`config.mk`:
```
export PLATFORM = sky130hd
export DESIGN_NAME = frame_crc16_validator_top
export DESIGN_NICKNAME = d
export VERILOG_FILES = /design/src/fcv_pkg.sv /design/src/frame_crc16_validator_top.sv
export VERILOG_INCLUDE_DIRS = /design/src /design/src/src
export SDC_FILE = /design/constraint.sdc
export NUM_CORES = 1
export LEC_CHECK = 0
export ABC_AREA = 1
export BUFFER_PORTS_ARGS = -buffer_cell sky130_fd_sc_hd__buf_2
export CORE_MARGIN = 1
export CORE_UTILIZATION = 40
export DETAILED_ROUTE_END_ITERATION = 6
export GPL_ROUTABILITY_DRIVEN = 1
export PLACE_DENSITY = 0.54
export SYNTH_ARGS = -nofsm -noshare
export SYNTH_HDL_FRONTEND = slang
export SYNTH_SLANG_ARGS = --single-unit
```
`constraint.sdc`:
```
create_clock -name clk -period 7.2 [get_ports clk]
set_input_delay 0 -clock clk [delete_from_list [all_inputs] [get_ports clk]]
set_output_delay 0 -clock clk [all_outputs]
set_load 0.01 [all_outputs]
```
`src/frame_crc16_validator_top_macros.svh`:
```
`ifndef FRAME_CRC16_VALIDATOR_TOP_MACROS_SVH
`define FRAME_CRC16_VALIDATOR_TOP_MACROS_SVH

// same-cycle implication, disabled in reset
`define FCV_CHECK_NOW(lbl, ante, cons, msg) \
  lbl: assert property (@(posedge clk) disable iff (!rst_n) (ante) |-> (cons)) \
    else $error(msg);

// next-cycle implication, disabled in reset
`define FCV_CHECK_NEXT(lbl, ante, cons, msg) \
  lbl: assert property (@(posedge clk) disable iff (!rst_n) (ante) |=> (cons)) \
    else $error(msg);

`endif

```
`src/fcv_pkg.sv`:
```
package fcv_pkg;

  localparam int unsigned POS_W = 17;
  localparam logic [POS_W-1:0] POS_MAX = {POS_W{1'b1}};
  localparam logic [4:0] MAX_LEN_OFFSET = 5'd17;
  localparam logic [15:0] CRC_INIT = 16'hFFFF;
  localparam logic [15:0] CRC_POLY = 16'hA001;
  localparam logic [POS_W-1:0] CRC_END_BIAS = 17'd18;

  localparam logic [2:0] ST_OK        = 3'd0;
  localparam logic [2:0] ST_BAD_HEAD  = 3'd1;
  localparam logic [2:0] ST_TRUNCATED = 3'd2;
  localparam logic [2:0] ST_BAD_TAIL  = 3'd3;
  localparam logic [2:0] ST_CRC       = 3'd4;

  localparam logic [1:0] REG_HEAD_FLAG  = 2'd0;
  localparam logic [1:0] REG_TAIL_FLAG  = 2'd1;
  localparam logic [1:0] REG_LEN_OFFSET = 2'd2;
  localparam logic [1:0] REG_LEN_BIG_END = 2'd3;

  typedef struct packed {
    logic [7:0] data_byte;
    logic       last_of_buffer;
  } in_word_t;

  typedef struct packed {
    logic [2:0]  status;
    logic [15:0] payload_length;
    logic [15:0] computed_crc;
  } out_word_t;

  function automatic logic [15:0] crc16_byte(input logic [15:0] crc, input logic [7:0] b);
    logic [15:0] c;
    c = crc ^ {8'h00, b};
    for (int k = 0; k < 8; k++) begin
      if (c[0]) begin
        c = (c >> 1) ^ CRC_POLY;
      end else begin
        c = c >> 1;
      end
    end
    return c;
  endfunction

endpackage

```
`src/frame_crc16_validator_top.sv`:
```
// channel  | ports                                      | direction
// ---------+--------------------------------------------+----------
// input    | in_valid, in_ready, in_data                | in
// result   | out_valid, out_ready, out_data             | out
// config   | cfg_valid, cfg_ready, cfg_index, cfg_data  | in
//
// one byte accepted per cycle while no last byte waits on a full result register;
// the input register feeds crc and checks into the result register
// the byte-wise crc update (eight unrolled shift steps) sets the cycle time
// rst_n is synchronous and clears control and per-buffer state
// a stalled result holds only last bytes back; other bytes keep flowing
`include "frame_crc16_validator_top_macros.svh"

module frame_crc16_validator_top
  import fcv_pkg::*;
(
  input  logic      clk,
  input  logic      rst_n,
  input  logic      in_valid,
  output logic      in_ready,
  input  in_word_t  in_data,
  output logic      out_valid,
  input  logic      out_ready,
  output out_word_t out_data,
  input  logic      cfg_valid,
  output logic      cfg_ready,
  input  logic [1:0] cfg_index,
  input  logic [7:0] cfg_data
);

  logic [7:0] head_flag_r;
  logic [7:0] tail_flag_r;
  logic [4:0] len_off_r;
  logic       len_be_r;

  logic       s1_vld_r;
  in_word_t   s1_r;
  logic       s1_move;

  logic [POS_W-1:0] pos_r, pos_nxt;
  logic [15:0] crc_r, crc_nxt;
  logic [15:0] len_r, len_nxt;
  logic [15:0] rx_crc_r, rx_crc_nxt;
  logic        head_ok_r, head_ok_nxt;
  logic        tail_ok_r, tail_ok_nxt;

  logic        out_vld_r;
  out_word_t   out_r, out_nxt;

  logic [4:0]       off;
  logic [POS_W-1:0] off_ext;
  logic [POS_W-1:0] len_ext;
  logic [POS_W-1:0] end18, end19, end20, end21;
  logic [7:0]       b;
  logic             out_free;

  assign cfg_ready = 1'b1;
  assign out_free  = !out_vld_r || out_ready;
  assign s1_move   = s1_vld_r && (!s1_r.last_of_buffer || out_free);
  assign in_ready  = !s1_vld_r || s1_move;
  assign out_valid = out_vld_r;
  assign out_data  = out_r;

  always_ff @(posedge clk) begin
    if (!rst_n) begin
      head_flag_r <= 8'd0;
      tail_flag_r <= 8'd0;
      len_off_r   <= 5'd1;
      len_be_r    <= 1'b0;
    end else if (cfg_valid && cfg_ready) begin
      unique case (cfg_index)
        REG_HEAD_FLAG:   head_flag_r <= cfg_data;
        REG_TAIL_FLAG:   tail_flag_r <= cfg_data;
        REG_LEN_OFFSET:  len_off_r   <= cfg_data[4:0];
        REG_LEN_BIG_END: len_be_r    <= cfg_data[0];
        default: ;
      endcase
    end
  end

  // input register
  always_ff @(posedge clk) begin
    if (!rst_n) begin
      s1_vld_r <= 1'b0;
    end else if (in_ready) begin
      s1_vld_r <= in_valid;
    end
  end

  always_ff @(posedge clk) begin
    if (in_valid && in_ready) begin
      s1_r <= in_data;
    end
  end

  always_comb begin
    b       = s1_r.data_byte;
    off     = (len_off_r > MAX_LEN_OFFSET) ? MAX_LEN_OFFSET : len_off_r;
    off_ext = {{(POS_W-5){1'b0}}, off};

    head_ok_nxt = (pos_r == '0) ? (b == head_flag_r) : head_ok_r;

    len_nxt = len_r;
    if (pos_r == off_ext) begin
      if (len_be_r) begin
        len_nxt[15:8] = b;
      end else begin
        len_nxt[7:0] = b;
      end
    end
    if (pos_r == off_ext + 17'd1) begin
      if (len_be_r) begin
        len_nxt[7:0] = b;
      end else begin
        len_nxt[15:8] = b;
      end
    end

    len_ext = {1'b0, len_nxt};
    end18   = len_ext + CRC_END_BIAS;
    end19   = len_ext + 17'd19;
    end20   = len_ext + 17'd20;
    end21   = len_ext + 17'd21;

    crc_nxt = crc_r;
    if (pos_r != '0 && (pos_r <= CRC_END_BIAS || pos_r <= end18)) begin
      crc_nxt = crc16_byte(crc_r, b);
    end

    rx_crc_nxt = rx_crc_r;
    if (pos_r == end19) begin
      rx_crc_nxt[7:0] = b;
    end
    if (pos_r == end20) begin
      rx_crc_nxt[15:8] = b;
    end

    tail_ok_nxt = (pos_r == end21) ? (b == tail_flag_r) : tail_ok_r;

    pos_nxt = (pos_r != POS_MAX) ? pos_r + 17'd1 : pos_r;

    out_nxt.computed_crc   = crc_nxt;
    out_nxt.payload_length = (pos_r > off_ext) ? len_nxt : 16'd0;
    if (!head_ok_nxt) begin
      out_nxt.status = ST_BAD_HEAD;
    end else if (end21 > pos_r) begin
      out_nxt.status = ST_TRUNCATED;
    end else if (!tail_ok_nxt) begin
      out_nxt.status = ST_BAD_TAIL;
    end else if (rx_crc_nxt != crc_nxt) begin
      out_nxt.status = ST_CRC;
    end else begin
      out_nxt.status = ST_OK;
    end
  end

  always_ff @(posedge clk) begin
    if (!rst_n) begin
      pos_r     <= '0;
      crc_r     <= CRC_INIT;
      len_r     <= 16'd0;
      rx_crc_r  <= 16'd0;
      head_ok_r <= 1'b0;
      tail_ok_r <= 1'b0;
    end else if (s1_move) begin
      if (s1_r.last_of_buffer) begin
        pos_r     <= '0;
        crc_r     <= CRC_INIT;
        len_r     <= 16'd0;
        rx_crc_r  <= 16'd0;
        head_ok_r <= 1'b0;
        tail_ok_r <= 1'b0;
      end else begin
        pos_r     <= pos_nxt;
        crc_r     <= crc_nxt;
        len_r     <= len_nxt;
        rx_crc_r  <= rx_crc_nxt;
        head_ok_r <= head_ok_nxt;
        tail_ok_r <= tail_ok_nxt;
      end
    end
  end

  // result register
  always_ff @(posedge clk) begin
    if (!rst_n) begin
      out_vld_r <= 1'b0;
    end else if (s1_move && s1_r.last_of_buffer) begin
      out_vld_r <= 1'b1;
    end else if (out_ready) begin
      out_vld_r <= 1'b0;
    end
  end

  always_ff @(posedge clk) begin
    if (s1_move && s1_r.last_of_buffer) begin
      out_r <= out_nxt;
    end
  end

  `FCV_CHECK_NEXT(a_restart_after_last, s1_move && s1_r.last_of_buffer, pos_r == '0, "position not cleared after last word")
  `FCV_CHECK_NOW(a_crc_init_at_start, pos_r == '0, crc_r == CRC_INIT, "crc not at init at buffer start")
  `FCV_CHECK_NOW(a_status_range, out_vld_r, out_r.status <= ST_CRC, "status code out of range")
  `FCV_CHECK_NEXT(a_pos_saturates, pos_r == POS_MAX, pos_r == POS_MAX || pos_r == '0, "position wrapped")
  `FCV_CHECK_NOW(a_last_held_on_stall, s1_vld_r && s1_r.last_of_buffer && !out_free, !in_ready, "last word passed a full result register")

endmodule
```
==> impl_summary.log, run 1 <==
[metrics] count of pins over their slew limit: 0
[metrics] switching share of power: 37.76%
[metrics] growth of design area from synthesis to finish: 14.71%
[metrics] post-route minimum period: 6.566 ns
[metrics] 1st-iter DRT viols: 808
[metrics] H-tree depth: 4
[metrics] max-capacitance violation count: 0
[metrics] Worst Path Class, Setup: reg2reg
[metrics] share of flip-flops with an asynchronous set or reset after synthesis: 0%
[metrics] type of the most critical hold path: in2reg
[metrics] maximum number of buffers from clock root to sink: 2
[metrics] Max IR drop VDD: 120.2 µV
[metrics] total wire length after detailed routing: 31560 µm
[metrics] power density cells: 215.5 mW/mm²
[metrics] TritonCTS sink count: 135
[metrics] transition time at the pin with the least slew margin: 0.8882 ns
[metrics] overall via count from detail_route: 9637
[metrics] most frequently used flop master after synthesis: sky130_fd_sc_hd__dfxtp_1
[metrics] vias in the first global route: 8710
[metrics] flip-flop and latch count after synthesis: 135
[metrics] crit end category: flip-flop
[metrics] delay of the slowest cell on the worst path: 0.48 ns
[metrics] Port Buffers: 60
[metrics] largest net degree at the start of global routing: 70
[metrics] clock network latency to the later pin of the worst-skew pair: 0.44 ns
[metrics] most frequent CP cell: sky130_fd_sc_hd__nand2_1
[metrics] Diodes inserted: 0
[metrics] synth top area cells: sky130_fd_sc_hd__dfxtp_1, sky130_fd_sc_hd__nand2_1, sky130_fd_sc_hd__edfxtp_1, sky130_fd_sc_hd__ha_1, sky130_fd_sc_hd__inv_1
[metrics] Max-slew headroom: 40.33%
[metrics] Netlist cell types: 47
[metrics] portion of the clock cycle consumed by the worst path in the final layout: 91.19%
[metrics] filler cell count: 2433
[metrics] area occupied by registers: 0.003143 mm²
[metrics] CP max FO: 16
[metrics] routed length per placed instance: 17.06 µm
[metrics] drt pass-1 iters: 7
[metrics] number of antenna violations at the first check in global routing: 0
[metrics] Vias/cell: 5.209
[metrics] mean cell area of the mapped netlist: 6.803 µm²
[metrics] global-route wire length before repair: 49180 µm
[metrics] critical path's slowest cell: sky130_fd_sc_hd__clkinvlp_2
[metrics] die height: 158.4 µm
[metrics] total standard cell area after synthesis: 0.009789 mm²
[metrics] Final Wtd Congestion: 1.017
[metrics] Post-Synthesis Cells: 1439
[metrics] ANT nets after route: 0
[metrics] arrival time reported for the critical path endpoint: 6.76 ns
[metrics] FMAX: 152.3 MHz
[metrics] post-synth top area cell: sky130_fd_sc_hd__dfxtp_1
[metrics] data required time of the critical path: 7.39 ns
[metrics] Die Footprint: 0.02510 mm²
[metrics] initial standard-cell utilization of the core: 41.21%
[metrics] total congestion overflow after global routing: 0
[metrics] Top-Level Pins: 62
[metrics] count of unresolved DRC violations after routing: 0
[metrics] final-report hold violation count: 0
[metrics] total nets after synthesis: 1515
[metrics] cell row count: 56
[metrics] Synthesis Warnings: 0
[metrics] final number of setup-violating endpoints: 0
[metrics] Pleak: 5.074 nW
[metrics] Clock Root Buffer: sky130_fd_sc_hd__clkbuf_16
[metrics] worst clock skew: 0.02482 ns
[metrics] CTS tree: built
[metrics] setup slack after layout: 0.6342 ns
[metrics] dpl ws: 0.6104 ns
[metrics] area of the core region: 0.02375 mm²
[metrics] Flop pwr share: 34.6%
[metrics] area of the multi-input gates: 0.005843 mm²
[metrics] chip width: 158.4 µm
[metrics] Worst Setup Start Kind: flip-flop
[metrics] post-CTS clock slew at the launch and capture registers of the worst setup and hold paths: 0.07 ns
[metrics] post-route setup TNS: 0 ns
[metrics] number of nets in the layout: 1594
[metrics] switching power: 0.9137 mW
[metrics] proportion of power drawn by combinational gates: 29.5%
[metrics] number of buffers added by the clock tree synthesis step: 17
[metrics] setup repair after global routing missed its margin: no
[metrics] post-CTS setup buffer count: 0
[metrics] post-route worst hold slack: 0.2692 ns
[metrics] Post-synth EDFFs: 44
[metrics] fraction of the yosys area taken by sequential cells: 32.11%
[metrics] Post-DP HPWL: 23450 µm
[metrics] all-layer global routing usage: 26.16%
[metrics] clock network fraction of design power: 35.9%
[metrics] cell-internal power: 1.506 mW
[metrics] Yosys top cell area share: 18.61%
[metrics] outcome: completed
[metrics] share of layout cells above drive strength 1: 12.48%
routing by layer:
metal  GRT usage (%)  vias up  wire [µm]
met5               0        -          0
met4           9.936        0        916
met3           3.756       55       2258
met2           39.52      383      13480
met1           37.37     4364      14910
li1                -     4835          -
registers in the layout, summed over array words and instances (netlist names), 5 cells and up:
register	count
rx_crc_r	16
head_flag_r	8
out_data	35
len_off_r	5
crc_r	16
pos_r	17
tail_flag_r	8
len_r	16
b	8
cell families after synthesis:
kind of cell	share of synthesized area (%)
AND/OR/NAND/NOR	35.83
buffers and inverters	8.333
AO/OA/AOI/OAI	10.56
flip-flops	32.11
XOR/XNOR	6.493
adder cells (fa/ha/maj)	6.646
other	0.03831
cell usage after synthesis (2+ instances only):
master                     number
sky130_fd_sc_hd__nand2_1      436
sky130_fd_sc_hd__inv_1        149
sky130_fd_sc_hd__nor2_1       124
sky130_fd_sc_hd__nand3_1      101
sky130_fd_sc_hd__dfxtp_1       91
sky130_fd_sc_hd__a21oi_1       84
sky130_fd_sc_hd__o21ai_0       80
sky130_fd_sc_hd__ha_1          52
sky130_fd_sc_hd__xor2_1        50
sky130_fd_sc_hd__edfxtp_1      44
sky130_fd_sc_hd__nand4_1       32
sky130_fd_sc_hd__clkbuf_1      25
sky130_fd_sc_hd__nor3_1        24
sky130_fd_sc_hd__xnor2_1       20
sky130_fd_sc_hd__nand2_2       19
sky130_fd_sc_hd__inv_2         14
sky130_fd_sc_hd__nor2_4        12
sky130_fd_sc_hd__nand2_4        9
sky130_fd_sc_hd__or2_2          9
sky130_fd_sc_hd__nor2_2         8
sky130_fd_sc_hd__buf_2          6
sky130_fd_sc_hd__a211oi_1       5
sky130_fd_sc_hd__buf_6          4
sky130_fd_sc_hd__nor4_1         4
sky130_fd_sc_hd__o21ai_1        4
sky130_fd_sc_hd__o31ai_1        4
sky130_fd_sc_hd__nand3_4        3
sky130_fd_sc_hd__buf_1          2
sky130_fd_sc_hd__buf_4          2
sky130_fd_sc_hd__clkinv_1       2
sky130_fd_sc_hd__nand3_2        2
sky130_fd_sc_hd__o21a_1         2
sky130_fd_sc_hd__o41ai_1        2
path summary, 6_finish.rpt:
kind	from	to	slack (ns)	cells after the start
worst min-delay path	in_data[5]	b[4]$_DFFE_PP_	0.27	2
worst min register to register	rx_crc_r[10]$_SDFFE_PN0P_	rx_crc_r[10]$_SDFFE_PN0P_	0.47	2
worst max register to register	len_off_r[2]$_SDFFE_PN0P_	out_data[34]$_SDFFCE_PP0P_	0.63	38
worst max-delay path	len_off_r[2]$_SDFFE_PN0P_	out_data[34]$_SDFFCE_PP0P_	0.63	38
critical path: cells and delay by family, from the launching register on:
kind,cells,cell delay (ns)
AND/OR/NAND/NOR,25,2.99
AO/OA/AOI/OAI,7,1.18
adder cells (fa/ha/maj),3,0.91
buffers and inverters,2,0.78
flip-flops,1,0.35
XOR/XNOR,1,0.10
layout by cell type (no fill, tap or decap), drive strengths merged, types with 9 or more instances in the layout:
| cell type | instances |
|---|---|
| a21oi | 84 |
| xnor2 | 20 |
| nand3 | 106 |
| nor2 | 145 |
| xor2 | 50 |
| ha | 52 |
| buf | 74 |
| inv | 171 |
| or2 | 9 |
| o21ai | 85 |
| nand2 | 464 |
| nand4 | 32 |
| nor3 | 24 |
| clkbuf | 18 |
| dfxtp | 91 |
| edfxtp | 44 |
| dlygate4sd3 | 24 |
stage by stage:
stage          util, %  std cells  area [µm²]  power [mW]
2_1_floorplan        -       1439        9789       1.354
3_3_place_gp     43.85       1793       10420       1.543
3_5_place_dp     43.85       1793       10420       1.545
4_1_cts          47.24       1849       11220       2.421
5_1_grt          47.28       1850       11230       2.541
6_report         47.28       1850       11230       2.420
final cells by class:
type	count	area share (%)
multi-input combinational	1099	52.03
sequential	135	27.99
timing repair buffer	98	5.749
inverter	166	5.593
clock buffer	18	3.911
tap	319	3.554
clock inverter	14	1.125
timing repair inverter	1	0.04457
timing repair:
action | in CTS | in global routing
gates resized for setup | 0 | 2
endpoints found under the hold margin | 33 | 0
hold buffers | 24 | 0
endpoints found under the setup margin | 0 | 1
power by group through the flow:
stage | clock [mW] | combinational, mW | sequential [mW]
CTS | 0.880 | 0.703 | 0.838
floorplan | 0 | 0.505 | 0.848
detailed placement | 0 | 0.690 | 0.855
finish | 0.869 | 0.713 | 0.838
global route | 0.905 | 0.795 | 0.841
global placement | 0 | 0.688 | 0.854
Power figures use the tool's default switching activity.
==> run 2, diff against run 1 <==
==> constraint.sdc (replaced) <==
create_clock -name clk -period 7.2 [get_ports clk]
set_input_delay 0.72 -clock clk [delete_from_list [all_inputs] [get_ports clk]]
set_output_delay 0.72 -clock clk [all_outputs]
set_load 0.01 [all_outputs]
==> impl_summary.log, run 2 (synthesized netlist as in run 1, its figures left out) <==
[metrics] Diodes inserted: 0
[metrics] cell family with most CP delay: simple AND/OR/NAND/NOR gates
[metrics] Clock Root Buffer: sky130_fd_sc_hd__clkbuf_16
[metrics] routed length per placed instance: 17.18 µm
[metrics] Critical Path Start: len_off_r[2]$_SDFFE_PN0P_
[metrics] total congestion overflow after global routing: 0
[metrics] number of nets in the layout: 1570
[metrics] final-report hold violation count: 0
[metrics] reg-to-reg startpoint: len_off_r[2]$_SDFFE_PN0P_
[metrics] most common cell after layout, fill and taps aside: sky130_fd_sc_hd__nand2_1
[metrics] power density cells: 219.3 mW/mm²
[metrics] critical path's slowest cell: sky130_fd_sc_hd__clkinvlp_2
[metrics] post-CTS setup buffer count: 0
[metrics] Max IR drop VDD: 120.5 µV
[metrics] launch instance of the worst min-delay path: in_data[5]
[metrics] Top-Level Pins: 62
[metrics] crit end category: flip-flop
[metrics] global-route wire length before repair: 48760 µm
[metrics] overall via count from detail_route: 9533
[metrics] ANT nets after route: 0
[metrics] vias in the first global route: 8576
[metrics] 1st-iter DRT viols: 727
[metrics] post-CTS clock slew at the launch and capture registers of the worst setup and hold paths: 0.07 ns
[metrics] count of hold-fix buffers inserted at cts: 0
[metrics] outcome: finished, violations left
[metrics] portion of the clock cycle consumed by the worst path in the final layout: 90.83%
[metrics] setup slack after layout: 0.6600 ns
[metrics] most used cells in the layout excluding fill and tap cells: sky130_fd_sc_hd__nand2_1, sky130_fd_sc_hd__inv_1, sky130_fd_sc_hd__nor2_1, sky130_fd_sc_hd__nand3_1, sky130_fd_sc_hd__dfxtp_1
[metrics] die height: 158.4 µm
[metrics] max FFs per register: 35
[metrics] total wire length after detailed routing: 31370 µm
[metrics] dpl ws: 0.6104 ns
[metrics] H-tree depth: 4
[metrics] data required time of the critical path: 7.39 ns
[metrics] Final Wtd Congestion: 1.017
[metrics] failing checks: DRC
[metrics] maximum number of buffers from clock root to sink: 2
[metrics] largest net degree at the start of global routing: 70
[metrics] Pleak: 4.973 nW
[metrics] area of the core region: 0.02375 mm²
[metrics] CTS tree: built
[metrics] final number of setup-violating endpoints: 0
[metrics] Port Buffers: 60
[metrics] setup repair after global routing missed its margin: no
[metrics] drt pass-1 iters: 7
[metrics] arrival time reported for the critical path endpoint: 6.73 ns
[metrics] share of layout cells above drive strength 1: 12.67%
[metrics] Max-slew headroom: 40.37%
[metrics] CP max FO: 16
[metrics] type of the most critical hold path: in2reg
[metrics] initial standard-cell utilization of the core: 41.21%
[metrics] max-capacitance violation count: 0
[metrics] Worst Setup Start Kind: flip-flop
[metrics] worst clock skew: 0.02435 ns
[metrics] most frequent CP cell: sky130_fd_sc_hd__nand2_1
[metrics] cell row count: 56
[metrics] chip width: 158.4 µm
[metrics] Worst Path Class, Setup: reg2reg
[metrics] post-route minimum period: 6.540 ns
[metrics] count of buffer and inverter cells on the critical path: 2
[metrics] Post-DP HPWL: 23450 µm
[metrics] post-route setup TNS: 0 ns
[metrics] count of pins over their slew limit: 0
[metrics] growth of design area from synthesis to finish: 12.26%
[metrics] count of unresolved DRC violations after routing: 1
[metrics] number of antenna violations at the first check in global routing: 0
[metrics] TritonCTS sink count: 135
[metrics] post-route worst hold slack: 0.4532 ns
[metrics] transition time at the pin with the least slew margin: 0.8876 ns
[metrics] FMAX: 152.9 MHz
[metrics] all-layer global routing usage: 25.97%
[metrics] Die Footprint: 0.02510 mm²
[metrics] clock network latency to the later pin of the worst-skew pair: 0.44 ns
[metrics] delay of the slowest cell on the worst path: 0.46 ns
[metrics] Vias/cell: 5.221
[metrics] number of buffers added by the clock tree synthesis step: 17
## run 2: cell types whose count changed in the layout (fill, tap and decap cells not counted), sizes merged
cell / before / now
dlygate4sd3: 24 / 0
## run 2: metal layers
layer | vias to the layer above | GRT usage [%] | wire, µm
met3 | 54 | 3.811 | 2303
met1 | 4325 | 37.28 | 14940
li1 | 4790 | - | -
met4 | 0 | 9.936 | 931
met2 | 364 | 38.89 | 13190
met5 | - | 0 | 0
## run 2: final timing paths
kind / slack (ns) / endpoint / cells after the start
worst max-delay path: 0.66 / out_data[34]$_SDFFCE_PP0P_ / 38
worst min-delay path: 0.45 / b[4]$_DFFE_PP_ / 1
worst max register to register: 0.66 / out_data[34]$_SDFFCE_PP0P_ / 38
worst min register to register: 0.47 / rx_crc_r[10]$_SDFFE_PN0P_ / 2
## run 2: stage by stage
step	total power [mW]	cells	util, %	cell area (µm²)
final	2.410	1826	46.27	10990
after global routing	2.530	1826	46.27	10990
after CTS	2.411	1825	46.23	10980
after detailed placement	1.545	1793	43.85	10420
after global placement	1.543	1793	43.85	10420
after floorplan	1.354	1439	-	9789
## run 2: repair_timing
action	in CTS	in global routing
endpoints found under the hold margin	0	0
endpoints found under the setup margin	0	1
resized for setup	0	2
## run 2: area by class of cell
| type | count | area, µm² |
|---|---|---|
| Inverter | 166 | 628.1 |
| Tap cell | 319 | 399.1 |
| Clock buffer | 18 | 439.2 |
| Sequential cell | 135 | 3143 |
| Fill cell | 2458 | 12760 |
| Timing Repair inverter | 1 | 5.005 |
| Clock inverter | 14 | 126.4 |
| Timing Repair Buffer | 74 | 405.4 |
| Multi-Input combinational cell | 1099 | 5843 |
## run 2: power by group
part	internal, mW	switching (mW)
clock	0.466	0.404
combinational	0.217	0.486
sequential	0.815	0.0226
==> run 3, diff against run 2 <==
RECOVER_POWER = 50   (was default)
==> impl_summary.log, run 3 (synthesized netlist as in run 1, its figures left out) <==
[metrics] post-CTS clock slew at the launch and capture registers of the worst setup and hold paths: 0.07 ns
[metrics] post-route design area: 0.01093 mm²
[metrics] initial standard-cell utilization of the core: 41.21%
[metrics] Pleak: 4.853 nW
[metrics] most used cells in the layout excluding fill and tap cells: sky130_fd_sc_hd__nand2_1, sky130_fd_sc_hd__inv_1, sky130_fd_sc_hd__nor2_1, sky130_fd_sc_hd__nand3_1, sky130_fd_sc_hd__dfxtp_1
[metrics] Cell Area, Placed: 0.01042 mm²
[metrics] area of the core region: 0.02375 mm²
[metrics] final-report hold violation count: 0
[metrics] post-CTS setup buffer count: 0
[metrics] transition time at the pin with the least slew margin: 3.027 ns
[metrics] overall via count from detail_route: 9562
[metrics] delay of the slowest cell on the worst path: 0.46 ns
[metrics] TritonCTS sink count: 135
[metrics] clock network latency to the later pin of the worst-skew pair: 0.44 ns
[metrics] Port Buffers: 60
[metrics] CP max FO: 16
[metrics] max-capacitance violation count: 2
[metrics] Post-DP HPWL: 23450 µm
[metrics] Diodes inserted: 0
[metrics] failing checks: capacitance limit, slew limit
[metrics] all-layer global routing usage: 25.97%
[metrics] most frequent CP cell: sky130_fd_sc_hd__nand2_1
[metrics] crit end category: flip-flop
[metrics] Max-slew headroom: -101.8%
[metrics] max FFs per register: 35
[metrics] total congestion overflow after global routing: 0
[metrics] growth of design area from synthesis to finish: 11.67%
[metrics] worst clock skew: 0.02587 ns
[metrics] number of buffers added by the clock tree synthesis step: 17
[metrics] ANT nets after route: 0
[metrics] chip width: 158.4 µm
[metrics] number of antenna violations at the first check in global routing: 0
[metrics] total wire length after detailed routing: 31440 µm
[metrics] Worst Setup Start Kind: flip-flop
[metrics] number of nets in the layout: 1570
[metrics] 1st-iter DRT viols: 728
[metrics] count of hold-fix buffers inserted at cts: 0
[metrics] maximum number of buffers from clock root to sink: 2
[metrics] H-tree depth: 4
[metrics] die height: 158.4 µm
[metrics] arrival time reported for the critical path endpoint: 6.72 ns
[metrics] Clock Root Buffer: sky130_fd_sc_hd__clkbuf_16
[metrics] count of unresolved DRC violations after routing: 0
[metrics] Vias/cell: 5.237
[metrics] outcome: finished, violations left
[metrics] setup repair after global routing missed its margin: no
[metrics] post-route worst hold slack: 0.4522 ns
[metrics] share of layout cells above drive strength 1: 9.887%
[metrics] count of pins over their slew limit: 107
[metrics] cell row count: 56
[metrics] Final Wtd Congestion: 1.017
[metrics] data required time of the critical path: 7.39 ns
[metrics] routed length per placed instance: 17.22 µm
[metrics] total of cells resized after clock tree synthesis: 0
[metrics] CTS tree: built
[metrics] drt pass-1 iters: 6
[metrics] most common cell after layout, fill and taps aside: sky130_fd_sc_hd__nand2_1
[metrics] portion of the clock cycle consumed by the worst path in the final layout: 90.60%
[metrics] Die Footprint: 0.02510 mm²
[metrics] global-route wire length before repair: 48760 µm
[metrics] post-route setup TNS: 0 ns
[metrics] FMAX: 153.3 MHz
[metrics] largest net degree at the start of global routing: 70
[metrics] vias in the first global route: 8576
[metrics] critical path's slowest cell: sky130_fd_sc_hd__clkinvlp_2
[metrics] Worst Path Class, Setup: reg2reg
[metrics] Top-Level Pins: 62
[metrics] final number of setup-violating endpoints: 0
[metrics] post-route minimum period: 6.523 ns
[metrics] power density cells: 220.3 mW/mm²
[metrics] Max IR drop VDD: 120.8 µV
[metrics] type of the most critical hold path: in2reg
==> run 3: cell types whose count changed in the layout (fill, tap and decap cells not counted) <==
| cell | change |
|---|---|
| sky130_fd_sc_hd__buf_2 | -40 |
| sky130_fd_sc_hd__buf_4 | -2 |
| sky130_fd_sc_hd__clkbuf_1 | +42 |
==> run 3: area by class of cell <==
cell class              count  area, µm²
flip-flops and latches    135       3143
repair inverters            1      5.005
repair buffers             74      347.8
clock buffers              18      439.2
inverters                 166      628.1
multi-input cells        1099       5843
fillers                  2479      12820
clock inverters            14      126.4
well taps                 319      399.1
==> run 3: critical path, delay by kind of cell, from the launching register on <==
kind / cells / cell delay, ns
DFF: 1 / 0.35
xor gates and xnor gates: 1 / 0.10
AOI/OAI and AO/OA: 7 / 1.17
adders and majority gates: 3 / 0.91
and+or+nand+nor: 25 / 2.97
buffers and inverters: 2 / 0.76
==> run 3: power breakdown <==
group	switching [mW]	internal, mW
Sequential	0.0229	0.816
Clock	0.403	0.465
Combinational	0.486	0.215
==> run 3: worst paths after layout <==
check	start	end	slack, ns	cells after the start
max	len_off_r[2]$_SDFFE_PN0P_	out_data[34]$_SDFFCE_PP0P_	0.68	38
max reg2reg	len_off_r[2]$_SDFFE_PN0P_	out_data[34]$_SDFFCE_PP0P_	0.68	38
min reg2reg	rx_crc_r[10]$_SDFFE_PN0P_	rx_crc_r[10]$_SDFFE_PN0P_	0.47	2
min	in_data[5]	b[4]$_DFFE_PP_	0.45	1
==> run 3: through the flow <==
step	utilization, %	std cells	power (mW)	setup slack (ns)
after detailed placement	43.85	1793	1.545	0.6104
after global placement	43.85	1793	1.543	0.6250
final	46.02	1826	2.408	0.6770
after global routing	46.02	1826	2.529	0.02771
after CTS	46.23	1825	2.411	0.5749
after floorplan	-	1439	1.354	2.000
==> run 3: layer usage <==
layer / track usage (%) / vias to the layer above / wire length (µm)
li1: - / 4785 / -
met1: 37.28 / 4351 / 15080
met2: 38.89 / 376 / 13240
met3: 3.811 / 50 / 2234
met4: 9.936 / 0 / 883
met5: 0 / - / 0
